===== src/rtl/tlink_pkg.sv =====
`timescale 1ns / 1ps
// ----------------------------------------------------------------------------
// tlink_pkg: shared types for the two-wire handshake link
// Phase codes, input request and result layouts.
// ----------------------------------------------------------------------------
package tlink_pkg;

  localparam int ByteW = 8;
  localparam int IdxW  = 3;

  localparam logic [ByteW-1:0] ErrByte  = 8'hFF;
  localparam logic [IdxW-1:0]  LastBit  = 3'd7;

  typedef logic [ByteW-1:0] byte_t;
  typedef logic [IdxW-1:0]  bit_idx_t;

  typedef enum logic [3:0] {
    PH_IDLE     = 4'd0,
    PH_RX_BIT   = 4'd1,
    PH_RX_HOLD1 = 4'd2,
    PH_RX_HOLD0 = 4'd3,
    PH_RX_REL   = 4'd4,
    PH_RX_ERR   = 4'd5,
    PH_TX_DRIVE = 4'd6,
    PH_TX_REL   = 4'd7
  } phase_t;

  typedef struct packed {
    logic  op;
    byte_t send_byte;
    logic  red_level;
    logic  white_level;
  } in_item_t;

  typedef struct packed {
    logic  pull_red;
    logic  pull_white;
    logic  rx_valid;
    byte_t rx_byte;
    logic  rx_error;
    logic  tx_done;
    logic  tx_refused;
    logic  busy_res;
  } out_item_t;

endpackage


===== src/rtl/tlink_in_if.sv =====
`timescale 1ns / 1ps
// ----------------------------------------------------------------------------
// tlink_in_if: request channel
// Valid/ready channel carrying one line sample and an optional send request.
// ----------------------------------------------------------------------------
interface tlink_in_if;
  logic                valid;
  logic                ready;
  logic                op;
  tlink_pkg::byte_t    send_byte;
  logic                red_level;
  logic                white_level;

  modport source (output valid, output op, output send_byte, output red_level,
                  output white_level, input ready);
  modport sink   (input valid, input op, input send_byte, input red_level,
                  input white_level, output ready);
endinterface


===== src/rtl/tlink_out_if.sv =====
`timescale 1ns / 1ps
// ----------------------------------------------------------------------------
// tlink_out_if: result channel
// Valid/ready channel carrying line drives and transfer status.
// ----------------------------------------------------------------------------
interface tlink_out_if;
  logic                valid;
  logic                ready;
  logic                pull_red;
  logic                pull_white;
  logic                rx_valid;
  tlink_pkg::byte_t    rx_byte;
  logic                rx_error;
  logic                tx_done;
  logic                tx_refused;
  logic                busy_res;

  modport source (output valid, output pull_red, output pull_white, output rx_valid,
                  output rx_byte, output rx_error, output tx_done, output tx_refused,
                  output busy_res, input ready);
  modport sink   (input valid, input pull_red, input pull_white, input rx_valid,
                  input rx_byte, input rx_error, input tx_done, input tx_refused,
                  input busy_res, output ready);
endinterface


===== src/rtl/tlink_core.sv =====
`timescale 1ns / 1ps
// ----------------------------------------------------------------------------
// tlink_core: link handshake state machine
// Holds phase, bit index and shift register; computes one result per request.
// ----------------------------------------------------------------------------
module tlink_core (
  input  logic                 clk,
  input  logic                 rst_n,
  input  logic                 step_en,
  input  logic                 spy_only,
  input  tlink_pkg::in_item_t  item,
  output tlink_pkg::out_item_t res
);
  import tlink_pkg::*;

  phase_t   phase_r, phase_nxt;
  bit_idx_t idx_r, idx_nxt;
  byte_t    shift_r, shift_nxt;

  logic  idle_lines;
  logic  rep_valid, rep_err, tx_done, tx_refused;
  byte_t rep_byte;
  byte_t shift_set;
  logic  cur_bit;

  assign idle_lines = item.red_level & item.white_level;

  // receive sample: both low is an error, red low is a one, else a zero
  function automatic phase_t take_phase(input logic red, input logic white);
    phase_t ph;
    if (!red && !white) begin
      ph = PH_RX_ERR;
    end else if (!red) begin
      ph = PH_RX_HOLD1;
    end else begin
      ph = PH_RX_HOLD0;
    end
    return ph;
  endfunction

  // next state
  always_comb begin
    phase_nxt  = phase_r;
    idx_nxt    = idx_r;
    shift_nxt  = shift_r;
    rep_valid  = 1'b0;
    rep_byte   = '0;
    rep_err    = 1'b0;
    tx_done    = 1'b0;
    tx_refused = item.op;
    shift_set  = shift_r;
    shift_set[idx_r] = 1'b1;
    case (phase_r)
      PH_RX_BIT: begin
        if (!idle_lines) begin
          phase_nxt = take_phase(item.red_level, item.white_level);
          if (item.red_level == 1'b0 && item.white_level == 1'b1) begin
            shift_nxt = shift_set;
          end
        end
      end
      PH_RX_HOLD1, PH_RX_HOLD0, PH_RX_REL: begin
        if ((phase_r == PH_RX_HOLD1 && item.red_level) ||
            (phase_r == PH_RX_HOLD0 && item.white_level)) begin
          phase_nxt = PH_RX_REL;
        end
        if (idle_lines) begin
          if (idx_r == LastBit) begin
            rep_valid = 1'b1;
            rep_byte  = shift_r;
            idx_nxt   = '0;
            phase_nxt = PH_IDLE;
          end else begin
            idx_nxt   = idx_r + 1'b1;
            phase_nxt = PH_RX_BIT;
          end
        end
      end
      PH_RX_ERR: begin
        if (idle_lines) begin
          rep_valid = 1'b1;
          rep_byte  = ErrByte;
          rep_err   = 1'b1;
          idx_nxt   = '0;
          phase_nxt = PH_IDLE;
        end
      end
      PH_TX_DRIVE: begin
        // receiver acknowledges on the other line
        if (shift_r[idx_r] ? !item.white_level : !item.red_level) begin
          phase_nxt = PH_TX_REL;
        end
      end
      PH_TX_REL: begin
        if (idle_lines) begin
          if (idx_r == LastBit) begin
            tx_done   = 1'b1;
            idx_nxt   = '0;
            phase_nxt = PH_IDLE;
          end else begin
            idx_nxt   = idx_r + 1'b1;
            phase_nxt = PH_TX_DRIVE;
          end
        end
      end
      default: begin
        phase_nxt  = PH_IDLE;
        tx_refused = item.op & ~idle_lines;
        if (item.op) begin
          if (idle_lines) begin
            shift_nxt = item.send_byte;
            idx_nxt   = '0;
            phase_nxt = PH_TX_DRIVE;
          end
        end else if (!idle_lines) begin
          idx_nxt   = '0;
          shift_nxt = {{(ByteW-1){1'b0}}, ~item.red_level & item.white_level};
          phase_nxt = take_phase(item.red_level, item.white_level);
        end
      end
    endcase
  end

  // outputs, driven from the updated state
  assign cur_bit = shift_nxt[idx_nxt];

  always_comb begin
    res            = '0;
    res.rx_valid   = rep_valid;
    res.rx_byte    = rep_byte;
    res.rx_error   = rep_err;
    res.tx_done    = tx_done;
    res.tx_refused = tx_refused;
    res.busy_res   = (phase_nxt != PH_IDLE);
    case (phase_nxt)
      PH_TX_DRIVE: begin
        res.pull_red   = cur_bit;
        res.pull_white = ~cur_bit;
      end
      PH_RX_HOLD1: res.pull_white = ~spy_only;
      PH_RX_HOLD0: res.pull_red   = ~spy_only;
      default: begin
        res.pull_red   = 1'b0;
        res.pull_white = 1'b0;
      end
    endcase
  end

  always_ff @(posedge clk) begin
    if (!rst_n) begin
      phase_r <= PH_IDLE;
      idx_r   <= '0;
      shift_r <= '0;
    end else if (step_en) begin
      phase_r <= phase_nxt;
      idx_r   <= idx_nxt;
      shift_r <= shift_nxt;
    end
  end

endmodule


===== src/rtl/two_wire_handshake_link_unit.sv =====
`timescale 1ns / 1ps
// ----------------------------------------------------------------------------
// two_wire_handshake_link_unit: two-wire handshake byte link
// Red/white open-drain byte link, lsb first, full per-bit handshake.
// ----------------------------------------------------------------------------
//  channel   dir   handshake        carries
//  in_ch     in    valid/ready      op, send_byte, red_level, white_level
//  out_ch    out   valid/ready      line pulls, rx byte/error, tx status
//  cfg_*     in    write enable     spy_only
//
//  One request in, one result out; a new request is taken every cycle
//  while out_ch is not stalled. Two register stages: input register, then
//  the state machine step into the result register, which holds each
//  result. Synchronous active-low reset clears state to idle and
//  spy_only to 0. A stalled result holds and the input register fills;
//  in_ch.ready drops only when both stages are occupied and out_ch stalls.
// ----------------------------------------------------------------------------
module two_wire_handshake_link_unit (
  input  logic       clk,
  input  logic       rst_n,
  input  logic       cfg_we,
  input  logic       cfg_wdata,
  tlink_in_if.sink   in_ch,
  tlink_out_if.source out_ch
);
  import tlink_pkg::*;

  logic      spy_r;
  logic      in_valid_r;
  in_item_t  in_item_r;
  logic      out_valid_r;
  out_item_t out_item_r;
  out_item_t step_res;
  logic      advance;

  assign advance     = in_valid_r & (~out_valid_r | out_ch.ready);
  assign in_ch.ready = ~in_valid_r | advance;

  always_ff @(posedge clk) begin
    if (!rst_n) begin
      spy_r <= 1'b0;
    end else if (cfg_we) begin
      spy_r <= cfg_wdata;
    end
  end

  // input register
  always_ff @(posedge clk) begin
    if (!rst_n) begin
      in_valid_r <= 1'b0;
    end else if (in_ch.ready) begin
      in_valid_r <= in_ch.valid;
    end
  end

  always_ff @(posedge clk) begin
    if (in_ch.valid && in_ch.ready) begin
      in_item_r.op          <= in_ch.op;
      in_item_r.send_byte   <= in_ch.send_byte;
      in_item_r.red_level   <= in_ch.red_level;
      in_item_r.white_level <= in_ch.white_level;
    end
  end

  tlink_core u_core (
    .clk      (clk),
    .rst_n    (rst_n),
    .step_en  (advance),
    .spy_only (spy_r),
    .item     (in_item_r),
    .res      (step_res)
  );

  // result register
  always_ff @(posedge clk) begin
    if (!rst_n) begin
      out_valid_r <= 1'b0;
    end else if (advance) begin
      out_valid_r <= 1'b1;
    end else if (out_ch.ready) begin
      out_valid_r <= 1'b0;
    end
  end

  always_ff @(posedge clk) begin
    if (advance) begin
      out_item_r <= step_res;
    end
  end

  assign out_ch.valid      = out_valid_r;
  assign out_ch.pull_red   = out_item_r.pull_red;
  assign out_ch.pull_white = out_item_r.pull_white;
  assign out_ch.rx_valid   = out_item_r.rx_valid;
  assign out_ch.rx_byte    = out_item_r.rx_byte;
  assign out_ch.rx_error   = out_item_r.rx_error;
  assign out_ch.tx_done    = out_item_r.tx_done;
  assign out_ch.tx_refused = out_item_r.tx_refused;
  assign out_ch.busy_res   = out_item_r.busy_res;

endmodule


===== src/flat_wrapper.sv =====
// flat-port wrapper written by rule: the top's interface ports become plain ports
module two_wire_handshake_link_unit_flat import tlink_pkg::*;
  (clk, rst_n, cfg_we, cfg_wdata, in_ch_valid, in_ch_op, in_ch_send_byte, in_ch_red_level, in_ch_white_level, in_ch_ready, out_ch_valid, out_ch_pull_red, out_ch_pull_white, out_ch_rx_valid, out_ch_rx_byte, out_ch_rx_error, out_ch_tx_done, out_ch_tx_refused, out_ch_busy_res, out_ch_ready);
  tlink_in_if in_ch_i ();
  tlink_out_if out_ch_i ();
  input  logic clk;
  input  logic rst_n;
  input  logic cfg_we;
  input  logic cfg_wdata;
  input wire logic [$bits(in_ch_i.valid)-1:0] in_ch_valid;
  input wire logic [$bits(in_ch_i.op)-1:0] in_ch_op;
  input wire logic [$bits(in_ch_i.send_byte)-1:0] in_ch_send_byte;
  input wire logic [$bits(in_ch_i.red_level)-1:0] in_ch_red_level;
  input wire logic [$bits(in_ch_i.white_level)-1:0] in_ch_white_level;
  output wire logic [$bits(in_ch_i.ready)-1:0] in_ch_ready;
  output wire logic [$bits(out_ch_i.valid)-1:0] out_ch_valid;
  output wire logic [$bits(out_ch_i.pull_red)-1:0] out_ch_pull_red;
  output wire logic [$bits(out_ch_i.pull_white)-1:0] out_ch_pull_white;
  output wire logic [$bits(out_ch_i.rx_valid)-1:0] out_ch_rx_valid;
  output wire logic [$bits(out_ch_i.rx_byte)-1:0] out_ch_rx_byte;
  output wire logic [$bits(out_ch_i.rx_error)-1:0] out_ch_rx_error;
  output wire logic [$bits(out_ch_i.tx_done)-1:0] out_ch_tx_done;
  output wire logic [$bits(out_ch_i.tx_refused)-1:0] out_ch_tx_refused;
  output wire logic [$bits(out_ch_i.busy_res)-1:0] out_ch_busy_res;
  input wire logic [$bits(out_ch_i.ready)-1:0] out_ch_ready;
  assign in_ch_i.valid = in_ch_valid;
  assign in_ch_i.op = in_ch_op;
  assign in_ch_i.send_byte = in_ch_send_byte;
  assign in_ch_i.red_level = in_ch_red_level;
  assign in_ch_i.white_level = in_ch_white_level;
  assign in_ch_ready = in_ch_i.ready;
  assign out_ch_valid = out_ch_i.valid;
  assign out_ch_pull_red = out_ch_i.pull_red;
  assign out_ch_pull_white = out_ch_i.pull_white;
  assign out_ch_rx_valid = out_ch_i.rx_valid;
  assign out_ch_rx_byte = out_ch_i.rx_byte;
  assign out_ch_rx_error = out_ch_i.rx_error;
  assign out_ch_tx_done = out_ch_i.tx_done;
  assign out_ch_tx_refused = out_ch_i.tx_refused;
  assign out_ch_busy_res = out_ch_i.busy_res;
  assign out_ch_i.ready = out_ch_ready;
  two_wire_handshake_link_unit u_core (.clk(clk), .rst_n(rst_n), .cfg_we(cfg_we), .cfg_wdata(cfg_wdata), .in_ch(in_ch_i), .out_ch(out_ch_i));
endmodule

===== config.mk =====
export PLATFORM = sky130hd
export DESIGN_NAME = two_wire_handshake_link_unit_flat
export DESIGN_NICKNAME = d
export VERILOG_FILES = /design/src/rtl/tlink_pkg.sv /design/src/rtl/tlink_in_if.sv /design/src/rtl/tlink_out_if.sv /design/src/rtl/tlink_core.sv /design/src/rtl/two_wire_handshake_link_unit.sv /design/src/flat_wrapper.sv
export SDC_FILE = /design/constraint.sdc
export NUM_CORES = 1
export LEC_CHECK = 0
export ABC_CLOCK_PERIOD_IN_PS = 2300
export BUFFER_PORTS_ARGS = -buffer_cell sky130_fd_sc_hd__buf_2
export CAP_MARGIN = 20
export CORE_MARGIN = 3
export CORE_UTILIZATION = 30
export CTS_CLUSTER_SIZE = 16
export DETAILED_ROUTE_END_ITERATION = 8
export HOLD_SLACK_MARGIN = 0.12
export SLEW_MARGIN = 20
export SYNTH_ARGS = -nofsm -noshare
export SYNTH_HDL_FRONTEND = slang
export SYNTH_SLANG_ARGS = --single-unit

===== constraint.sdc =====
create_clock -name clk -period 2.3 [get_ports clk]
set_input_delay 0 -clock clk [delete_from_list [all_inputs] [get_ports clk]]
set_output_delay 0 -clock clk [all_outputs]
set_load 0.05 [all_outputs]

==> results.json, run 1 <==
{
  "multi_input_area_mm2": 0.001410,
  "critPathLaunchType": "flop",
  "grt_pass1_vias": 2224,
  "ioPinCount": 34,
  "wire_per_inst_um": 14.78,
  "end_kind": "flop",
  "dp_hpwl_um": 4940,
  "min_period_ns": 2.383,
  "cts_tree": "yes",
  "synth-main-ff-cell": "edfxtp_1",
  "syn_avg_cell_area_um2": 10.26,
  "wl_met1_um": 3094,
  "rr_worst_depth": 10,
  "first_iter_violations": 115,
  "track_usage_pct": 14.16,
  "syn_to_final_growth_pct": 47.06,
  "finalHoldViolCount": 0,
  "r2r_end": "u_core.out_ch.pull_red",
  "syn_nets": 268,
  "rsz0062_at_grt": "yes",
  "cap_violations": 0,
  "vias": 2306,
  "grt_max_degree": 23,
  "post-route-period-util_pct": 103.6,
  "seq_area_mm2": 0.001144,
  "cts-root-buf": "clkbuf_8",
  "layout_commonest_cell": "buf_4",
  "drv_slew": 0,
  "clock_latency_ns": 0.30,
  "ys_types": 59,
  "yosysTopAreaCell": "edfxtp_1",
  "synth_area_mm2": 0.002515,
  "drc_errors": 0,
  "core_mm2": 0.007928,
  "p_leak_nw": 1.591,
  "dp_slack_ns": -0.09488,
  "worstPathRequired_ns": 2.35,
  "drt_first_pass_iters": 4,
  "holdWs_ns": 0.4056,
  "grt_first_pass_wirelength_um": 11060,
  "crit_path_max_fanout": 8,
  "antenna_found_initial": 0,
  "ir_drop_mv": 0.4111,
  "fin_skew_ns": 0.005739,
  "cts.clk_slew.worst_paths_ns": 0.08,
  "ys_ff_latch": 44,
  "finalSetupViolCount": 2,
  "worstMarginPinSlew_ns": 0.5708,
  "routed_wl_um": 6694,
  "path_class": "reg2reg",
  "fmax_mhz": 419.6,
  "drive_above_1_share_pct": 39.32,
  "crit_path_end": "u_core.out_ch.pull_red",
  "diodes": 0,
  "die_y_um": 97.56,
  "synth-seq-area-share_pct": 45.37,
  "mostFrequentLayoutCells": "buf_4, buf_2, nand2_1, edfxtp_1, dlygate4sd3_1",
  "grt_overflow": 0,
  "rrSetupSlack_ns": -0.08,
  "cts_max_level": 2,
  "p_per_area_mw_per_mm2": 608.7,
  "power.total_mw": 2.251,
  "cts_buffers": 5,
  "arrival_ns": 2.44,
  "clk_path_buf_depth": 2,
  "fin_cells": 453,
  "wl_met2_um": 2962,
  "die_w_um": 97.56,
  "initial_core_util_pct": 31.72,
  "status": "finished with violations",
  "critical_path.startpoint": "u_core.in_item_r[1]",
  "syn_inst": 245,
  "synth_top_area_share_pct": 31.04,
  "synthTopCellsByArea": "edfxtp_1, dfxtp_1, nand2_1",
  "io_buffers": 33,
  "violations": "setup timing",
  "dr_wl_met3_um": 438,
  "hold_path_class": "in2reg",
  "top_layer_used": "met4",
  "rr_startpoint": "u_core.in_item_r[1]",
  "ant_nets": 0,
  "nets": 373,
  "async_flop_share_pct": 0,
  "dp_cells": 419,
  "cts_num_sinks": 44,
  "die_area_mm2": 0.009518,
  "tns_ns": -0.08461,
  "synth_edf_count": 26,
  "slew_headroom_pct": 61.81,
  "yosys_warnings": 0,
  "via_per_inst": 5.091,
  "fillers": 743,
  "fp-row-count": 32,
  "gp_congestion": 0.9762,
  "fin_ws_ns": -0.08311
}
[cells by family after synthesis]
| family | share of synthesized area, % |
|---|---|
| AND/OR/NAND/NOR | 17.41 |
| buffers and inverters | 4.975 |
| flip-flops | 45.37 |
| XOR/XNOR | 0.9953 |
| multiplexers | 5.174 |
| adder cells (fa/ha/maj) | 2.985 |
| AO/OA/AOI/OAI | 23.09 |
[critical path, cell delays in order, from the launching register on]
cell	delay [ns]
edfxtp_1	0.46
ha_4	0.23
buf_6	0.14
buf_8	0.13
a21oi_1	0.16
o21ai_0	0.11
o21a_1	0.14
mux2_4	0.28
a22oi_2	0.19
nand3_1	0.10
a41o_1	0.20
[layer usage]
metal / up-vias / track usage [%]
met5: - / 0
met4: 0 / 5.005
met3: 15 / 2.584
met2: 81 / 21.30
met1: 1080 / 20.27
li1: 1130 / -
[per-stage QoR]
| step | area, µm² | utilization (%) |
|---|---|---|
| CTS | 3598 | 45.39 |
| global placement | 3146 | 39.68 |
| detailed placement | 3146 | 39.68 |
| global route | 3699 | 46.65 |
| floorplan | 2535 | - |
| finish | 3699 | 46.65 |
[sequential cells by signal, indices dropped and copies added, names as in the netlist]
register and cells:
u_core.out_ch.tx_done 1, u_core.out_ch.pull_white 1, u_core.out_ch.valid 1, u_core.out_ch.pull_red 1
u_core.out_ch.rx_byte 8, u_core.u_core.phase_r 4, u_core.u_core.idx_r 3, u_core.spy_r 1
u_core.out_ch.rx_error 1, u_core.in_item_r 11, u_core.out_ch.rx_valid 1, u_core.out_ch.tx_refused 1
u_core.out_ch.busy_res 1, u_core.in_valid_r 1, u_core.u_core.shift_r 8
[where the power goes]
group / leakage, nW / switching, mW / internal (mW)
clock network: 0.0765 / 0.263 / 0.499
registers: 0.396 / 0.0347 / 0.881
logic: 1.12 / 0.302 / 0.271
total: 1.59 / 0.600 / 1.65
[area by class of cell]
class	count	share of cell area [%]
multi-input combinational	175	38.13
sequential	44	30.92
timing repair buffer	112	22.12
tap	102	3.451
clock buffer	6	2.537
clock inverter	2	1.624
inverter	12	1.218
[Yosys cell counts, types with 2 or more instances]
cell	instances
a21boi_0	3
a21oi_1	7
a221oi_1	4
a222oi_1	2
a22o_1	2
a31oi_1	3
a32oi_1	3
and2_1	3
and3_1	3
buf_2	4
buf_4	2
buf_6	2
clkbuf_1	6
dfxtp_1	18
edfxtp_1	26
ha_1	6
inv_1	12
mux2i_1	7
mux4_2	2
nand2_1	26
nand2b_1	5
nand3_1	5
nor2_1	15
nor2_2	3
nor2b_1	4
nor3_1	2
nor3b_1	3
nor4_1	3
o211a_1	8
o21a_1	11
o21ai_0	10
o21bai_1	2
o22ai_1	5
o32ai_1	2
or3_1	2
[worst min path at each step]
stage / cells after the start / from / slack, ns / endpoint
floorplan: 0 / in_ch_white_level / 0.1 / u_core.in_item_r[0]
global placement: 1 / in_ch_send_byte[5] / 0.18 / u_core.in_item_r[7]
detailed placement: 1 / in_ch_send_byte[3] / 0.18 / u_core.in_item_r[5]
CTS: 2 / in_ch_send_byte[7] / 0.40 / u_core.in_item_r[9]
global route: 2 / in_ch_send_byte[0] / 0.41 / u_core.in_item_r[2]
finish: 2 / in_ch_send_byte[5] / 0.41 / u_core.in_item_r[7]
[repair_timing]
action | in CTS | in global routing
setup endpoints to repair | 2 | 4
pin swaps | 8 | 10
setup buffers | 7 | 1
hold buffers | 18 | 0
endpoints found under the hold margin | 17 | 0
resized for setup | 17 | 15
(Power assumes the default switching activity.)
==> run 2: changes to the inputs <==
--- a/config.mk
+++ b/config.mk
@@ -13,6 +13,7 @@
 export CTS_CLUSTER_SIZE = 16
 export DETAILED_ROUTE_END_ITERATION = 8
 export HOLD_SLACK_MARGIN = 0.12
+export SKIP_LAST_GASP = 1
 export SLEW_MARGIN = 20
 export SYNTH_ARGS = -nofsm -noshare
 export SYNTH_HDL_FRONTEND = slang
==> run 2 against run 1 <==
The run still ends with setup timing left. Non-clock buffer count is the same. Highest routed layer unchanged. Final cell count unchanged. Final area fell by 0.41%. Maximum frequency decreased by 0.23%. Largest cell class unchanged. Clock skew grew 0.0024 ns. First-iteration DRC count is 32% higher. Worst hold slack got worse by 0.0017 ns. Critical path depth unchanged. Combinational power fell by 0.7%. Global-route usage did not move. Core utilization decreased by 0.19 points. Critical endpoint unchanged.
==> results.json, run 2 (synthesis gave the netlist of run 1 again) <==
{
  "cp_cell_sequence": "ha_4 -> buf_6 -> buf_8 -> a21oi_1 -> o21ai_0 -> o21a_1 -> mux2_4 -> a22oi_2 -> nand3_1 -> a41o_1",
  "vias": 2309,
  "initial_core_util_pct": 31.72,
  "fin_skew_ns": 0.008159,
  "largest-register": "u_core.in_item_r",
  "drive_above_1_share_pct": 38.75,
  "grt_first_pass_wirelength_um": 11060,
  "gp_congestion": 0.9762,
  "finalSetupViolCount": 2,
  "core_mm2": 0.007928,
  "p_per_area_mw_per_mm2": 611.4,
  "critPathLaunchType": "flop",
  "timing.critical_path.buf_inv": 2,
  "cts_tree": "yes",
  "fillers": 741,
  "cts-root-buf": "clkbuf_8",
  "ant_nets": 0,
  "arrival_ns": 2.44,
  "cts.clk_slew.worst_paths_ns": 0.08,
  "grt_overflow": 0,
  "grt_max_degree": 23,
  "worstPathRequired_ns": 2.36,
  "dp_cells": 419,
  "wire_per_inst_um": 14.73,
  "critical_path.startpoint": "u_core.in_item_r[1]",
  "min-delay-start": "in_ch_send_byte[5]",
  "rr_startpoint": "u_core.in_item_r[1]",
  "path_class": "reg2reg",
  "routed_wl_um": 6672,
  "ioPinCount": 34,
  "mostFrequentLayoutCells": "buf_4, buf_2, nand2_1, edfxtp_1, dlygate4sd3_1",
  "fmax_mhz": 418.6,
  "slew_headroom_pct": 61.74,
  "cpPeakStageDelay_ns": 0.46,
  "crit_path_max_fanout": 8,
  "clock_latency_ns": 0.30,
  "p_leak_nw": 1.590,
  "die_w_um": 97.56,
  "cts_num_sinks": 44,
  "first_iter_violations": 152,
  "finalHoldViolCount": 0,
  "drv_slew": 0,
  "cap_violations": 0,
  "layout_commonest_cell": "buf_4",
  "post-route-period-util_pct": 103.9,
  "rsz0062_at_grt": "yes",
  "hold_path_class": "in2reg",
  "worstMarginPinSlew_ns": 0.5718,
  "status": "finished with violations",
  "syn_to_final_growth_pct": 46.47,
  "violations": "setup timing",
  "grt_pass1_vias": 2224,
  "cts_buffers": 5,
  "drc_errors": 0,
  "drt_first_pass_iters": 4,
  "clk_path_buf_depth": 2,
  "path_delay_family": "compound AO/OA/AOI/OAI gates",
  "track_usage_pct": 14.16,
  "worst_path_max_delay_cell": "edfxtp_1",
  "fin_ws_ns": -0.08865,
  "diodes": 0,
  "min_period_ns": 2.389,
  "largest_reg_flops": 11,
  "io_buffers": 33,
  "power.total_mw": 2.252,
  "via_per_inst": 5.097,
  "end_kind": "flop",
  "ir_drop_mv": 0.4109,
  "die_area_mm2": 0.009518,
  "nets": 373,
  "antenna_found_initial": 0,
  "cts_max_level": 2,
  "dp_hpwl_um": 4940,
  "fin_cells": 453,
  "die_y_um": 97.56,
  "fp-row-count": 32
}
[run 2: layout make-up]
type	count	area, µm²	share of cell area, %
clock buffers	6	93.84	2.548
multi-input cells	175	1400	38.01
inverters	12	45.04	1.223
clock inverters	2	60.06	1.630
well taps	102	127.6	3.465
repair buffers	112	814.5	22.11
flip-flops and latches	44	1142	31.01
[run 2: final timing paths]
kind                                                 end  slack [ns]  cells after the start
worst max-delay path              u_core.out_ch.pull_red       -0.09                     10
worst max register to register    u_core.out_ch.pull_red       -0.09                     10
worst min-delay path                 u_core.in_item_r[7]        0.40                      2
worst min register to register  u_core.u_core.phase_r[3]        0.55                      1
[run 2: what timing repair did]
action / 4_1_cts / 5_1_grt
gates resized for setup: 16 / 12
setup buffers: 7 / 1
setup endpoints to repair: 2 / 4
hold buffers: 18 / 0
hold endpoints to repair: 17 / 0
gates cloned: 0 / 0
pin swaps: 7 / 9
[run 2: layer usage]
| metal | track usage (%) | share of wire, % | wire (µm) |
|---|---|---|---|
| met5 | 0 | 0 | 0 |
| met4 | 5.005 | 3.5 | 231 |
| met3 | 2.584 | 6.1 | 405 |
| met2 | 21.30 | 44 | 2916 |
| met1 | 20.27 | 47 | 3119 |
[run 2: worst reg2reg max path: cells and delay by family, from the launching register on]
kind / cells / cell delay, ns
adders and majority gates: 1 / 0.23
and+or+nand+nor: 1 / 0.10
AOI/OAI and AO/OA: 5 / 0.80
DFF: 1 / 0.46
muxes: 1 / 0.28
buffers and inverters: 2 / 0.27
[run 2: power breakdown]
part / switching [mW] / internal, mW / leakage [nW]
logic: 0.299 / 0.269 / 1.12
clock network: 0.268 / 0.499 / 0.0765
registers: 0.0348 / 0.881 / 0.396
[run 2: through the flow]
stage / util, % / area, µm² / setup TNS [ns] / worst slack [ns] / hold WS [ns]
5_1_grt: 46.46 / 3684 / -0.3095 / -0.1835 / 0.4050
6_report: 46.46 / 3684 / -0.09412 / -0.08865 / 0.4040
3_3_place_gp: 39.68 / 3146 / -0.1563 / -0.1175 / 0.1765
3_5_place_dp: 39.68 / 3146 / -0.1651 / -0.09488 / 0.1781
4_1_cts: 45.39 / 3598 / -0.04237 / -0.02344 / 0.4009
2_1_floorplan: - / 2535 / 0 / 0.001042 / 0.09887
==> run 3: changes to the inputs <==
--- a/config.mk
+++ b/config.mk
@@ -5,13 +5,14 @@
 export SDC_FILE = /design/constraint.sdc
 export NUM_CORES = 1
 export LEC_CHECK = 0
-export ABC_CLOCK_PERIOD_IN_PS = 2300
+export ABC_CLOCK_PERIOD_IN_PS = 2600
 export BUFFER_PORTS_ARGS = -buffer_cell sky130_fd_sc_hd__buf_2
 export CAP_MARGIN = 20
 export CORE_MARGIN = 3
 export CORE_UTILIZATION = 30
 export CTS_CLUSTER_SIZE = 16
 export DETAILED_ROUTE_END_ITERATION = 8
+export GPL_TIMING_DRIVEN = 0
 export HOLD_SLACK_MARGIN = 0.12
 export SKIP_LAST_GASP = 1
 export SLEW_MARGIN = 20
==> constraint.sdc (replaced) <==
create_clock -name clk -period 2.6 [get_ports clk]
set_input_delay 0 -clock clk [delete_from_list [all_inputs] [get_ports clk]]
set_output_delay 0 -clock clk [all_outputs]
set_load 0.05 [all_outputs]
==> run 3 against run 2 <==
Combinational power down 31%. Setup slack better by 0.19 ns. Core utilization down 6.3 points. The run now ends clean. Sequential power down 11%. Register-to-register slack better by 0.19 ns. Sequential share of layout area up 4.9 points. Critical endpoint unchanged.
==> results.json, run 3 (synthesis gave the netlist of run 1 again) <==
{
  "wire_per_inst_um": 15.34,
  "p_leak_nw": 1.323,
  "power.total_mw": 1.636,
  "min_to": "u_core.in_item_r[8]",
  "io_buffers": 33,
  "cts_buffers": 5,
  "antenna_found_initial": 0,
  "clock_latency_ns": 0.29,
  "drc_errors": 0,
  "tns_ns": 0,
  "cts_num_sinks": 44,
  "critPathLaunchType": "flop",
  "path_class": "reg2reg",
  "fmax_mhz": 399.7,
  "p_per_area_mw_per_mm2": 514.3,
  "min_path_cells": 2,
  "rsz0062_at_grt": "no",
  "post-route-period-util_pct": 96.22,
  "arrival_ns": 2.54,
  "r2r_end": "u_core.out_ch.pull_red",
  "dr_wl_met3_um": 435,
  "routed_wl_um": 6288,
  "diodes": 0,
  "first_iter_violations": 224,
  "die_y_um": 97.56,
  "finalSetupViolCount": 0,
  "fin_skew_ns": 0.004903,
  "cts_max_level": 2,
  "multi_input_area_mm2": 0.001316,
  "rr_worst_depth": 10,
  "grt_max_degree": 25,
  "rr_startpoint": "u_core.in_item_r[1]",
  "fin_ws_ns": 0.09820,
  "worstMarginPinSlew_ns": 0.5998,
  "cts_tree": "yes",
  "initial_core_util_pct": 31.72,
  "crit_path_max_fanout": 10,
  "grt_first_pass_wirelength_um": 10270,
  "track_usage_pct": 13.25,
  "drt_first_pass_iters": 6,
  "ant_nets": 0,
  "worstPathRequired_ns": 2.64,
  "die_w_um": 97.56,
  "largest-register": "u_core.in_item_r",
  "clk_path_buf_depth": 2,
  "nets": 330,
  "core_mm2": 0.007928,
  "largest_reg_flops": 11,
  "dp_hpwl_um": 4497,
  "layout_commonest_cell": "buf_2",
  "grt_pass1_vias": 1992,
  "syn_to_final_growth_pct": 26.52,
  "dp_slack_ns": -0.07042,
  "min_period_ns": 2.502,
  "vias": 2125,
  "end_kind": "flop",
  "via_per_inst": 5.183,
  "mostFrequentLayoutCells": "buf_2, nand2_1, edfxtp_1, dlygate4sd3_1, dfxtp_1",
  "cts-root-buf": "clkbuf_8",
  "ioPinCount": 34,
  "wl_met1_um": 3017,
  "top_layer_used": "met4",
  "ir_drop_mv": 0.3257,
  "min-delay-start": "in_ch_send_byte[6]",
  "drv_slew": 0,
  "gp_congestion": 0.9370,
  "seq_area_mm2": 0.001142,
  "drive_above_1_share_pct": 25.00,
  "hold_path_class": "in2reg",
  "status": "finished, final reports clean",
  "die_area_mm2": 0.009518,
  "fp-row-count": 32,
  "finalHoldViolCount": 0,
  "wl_met2_um": 2771,
  "slew_headroom_pct": 60.02,
  "cap_violations": 0,
  "fillers": 764,
  "grt_overflow": 0,
  "cts.clk_slew.worst_paths_ns": 0.08,
  "rrSetupSlack_ns": 0.1
}
## run 3: layer usage
metal  global-route usage (%)  up-vias
met5                        0        -
met4                    2.556        0
met3                    3.087       12
met2                    20.77      100
met1                    18.75      975
li1                         -     1038
## run 3: cell type report
type / count / area share [%]
tap: 102 / 4.011
multi-input combinational: 175 / 41.37
clock buffer: 8 / 2.831
sequential: 44 / 35.90
buffer: 14 / 2.595
inverter: 12 / 1.416
timing repair buffer: 55 / 11.88
## run 3: stage by stage
| step | util (%) | std cells | instance area (µm²) | hold slack [ns] |
|---|---|---|---|---|
| final | 40.14 | 410 | 3182 | 0.4118 |
| after global routing | 40.14 | 410 | 3182 | 0.4094 |
| after CTS | 39.28 | 407 | 3114 | 0.4028 |
| after detailed placement | 35.43 | 380 | 2809 | 0.1781 |
| after global placement | 35.42 | 380 | 2808 | 0.1762 |
| after floorplan | - | 245 | 2515 | 0.09887 |
## run 3: power by group
group / leakage (nW) / internal, mW / switching (mW)
registers: 0.396 / 0.780 / 0.0314
logic: 0.882 / 0.158 / 0.237
clock network: 0.0455 / 0.217 / 0.214
total: 1.32 / 1.15 / 0.482
## run 3: critical path: stages, from the launching register on
cell and delay (ns):
edfxtp_1 0.42, ha_2 0.24, buf_6 0.15, or3_1 0.36
o221ai_1 0.09, nand2_1 0.08, o31a_1 0.12, mux2_4 0.27
a22oi_2 0.17, nand3_1 0.09, a41o_1 0.26
## run 3: worst max-delay path by stage
stage,cells past startpoint,from,endpoint
floorplan,10,u_core.in_item_r[0],u_core.out_ch.pull_red
global placement,7,u_core.in_item_r[0],u_core.out_ch.pull_red
detailed placement,7,u_core.in_item_r[0],u_core.out_ch.pull_red
CTS,10,u_core.in_item_r[0],u_core.out_ch.pull_red
global route,10,u_core.in_item_r[1],u_core.out_ch.pull_red
finish,10,u_core.in_item_r[1],u_core.out_ch.pull_red
## run 3: repair_timing
action / 4_1_cts / 5_1_grt
pin swaps: 0 / 0
hold buffers: 19 / 0
endpoints found under the hold margin: 20 / 0
endpoints found under the setup margin: 2 / 4
setup buffers: 0 / 3
gates resized for setup: 4 / 9
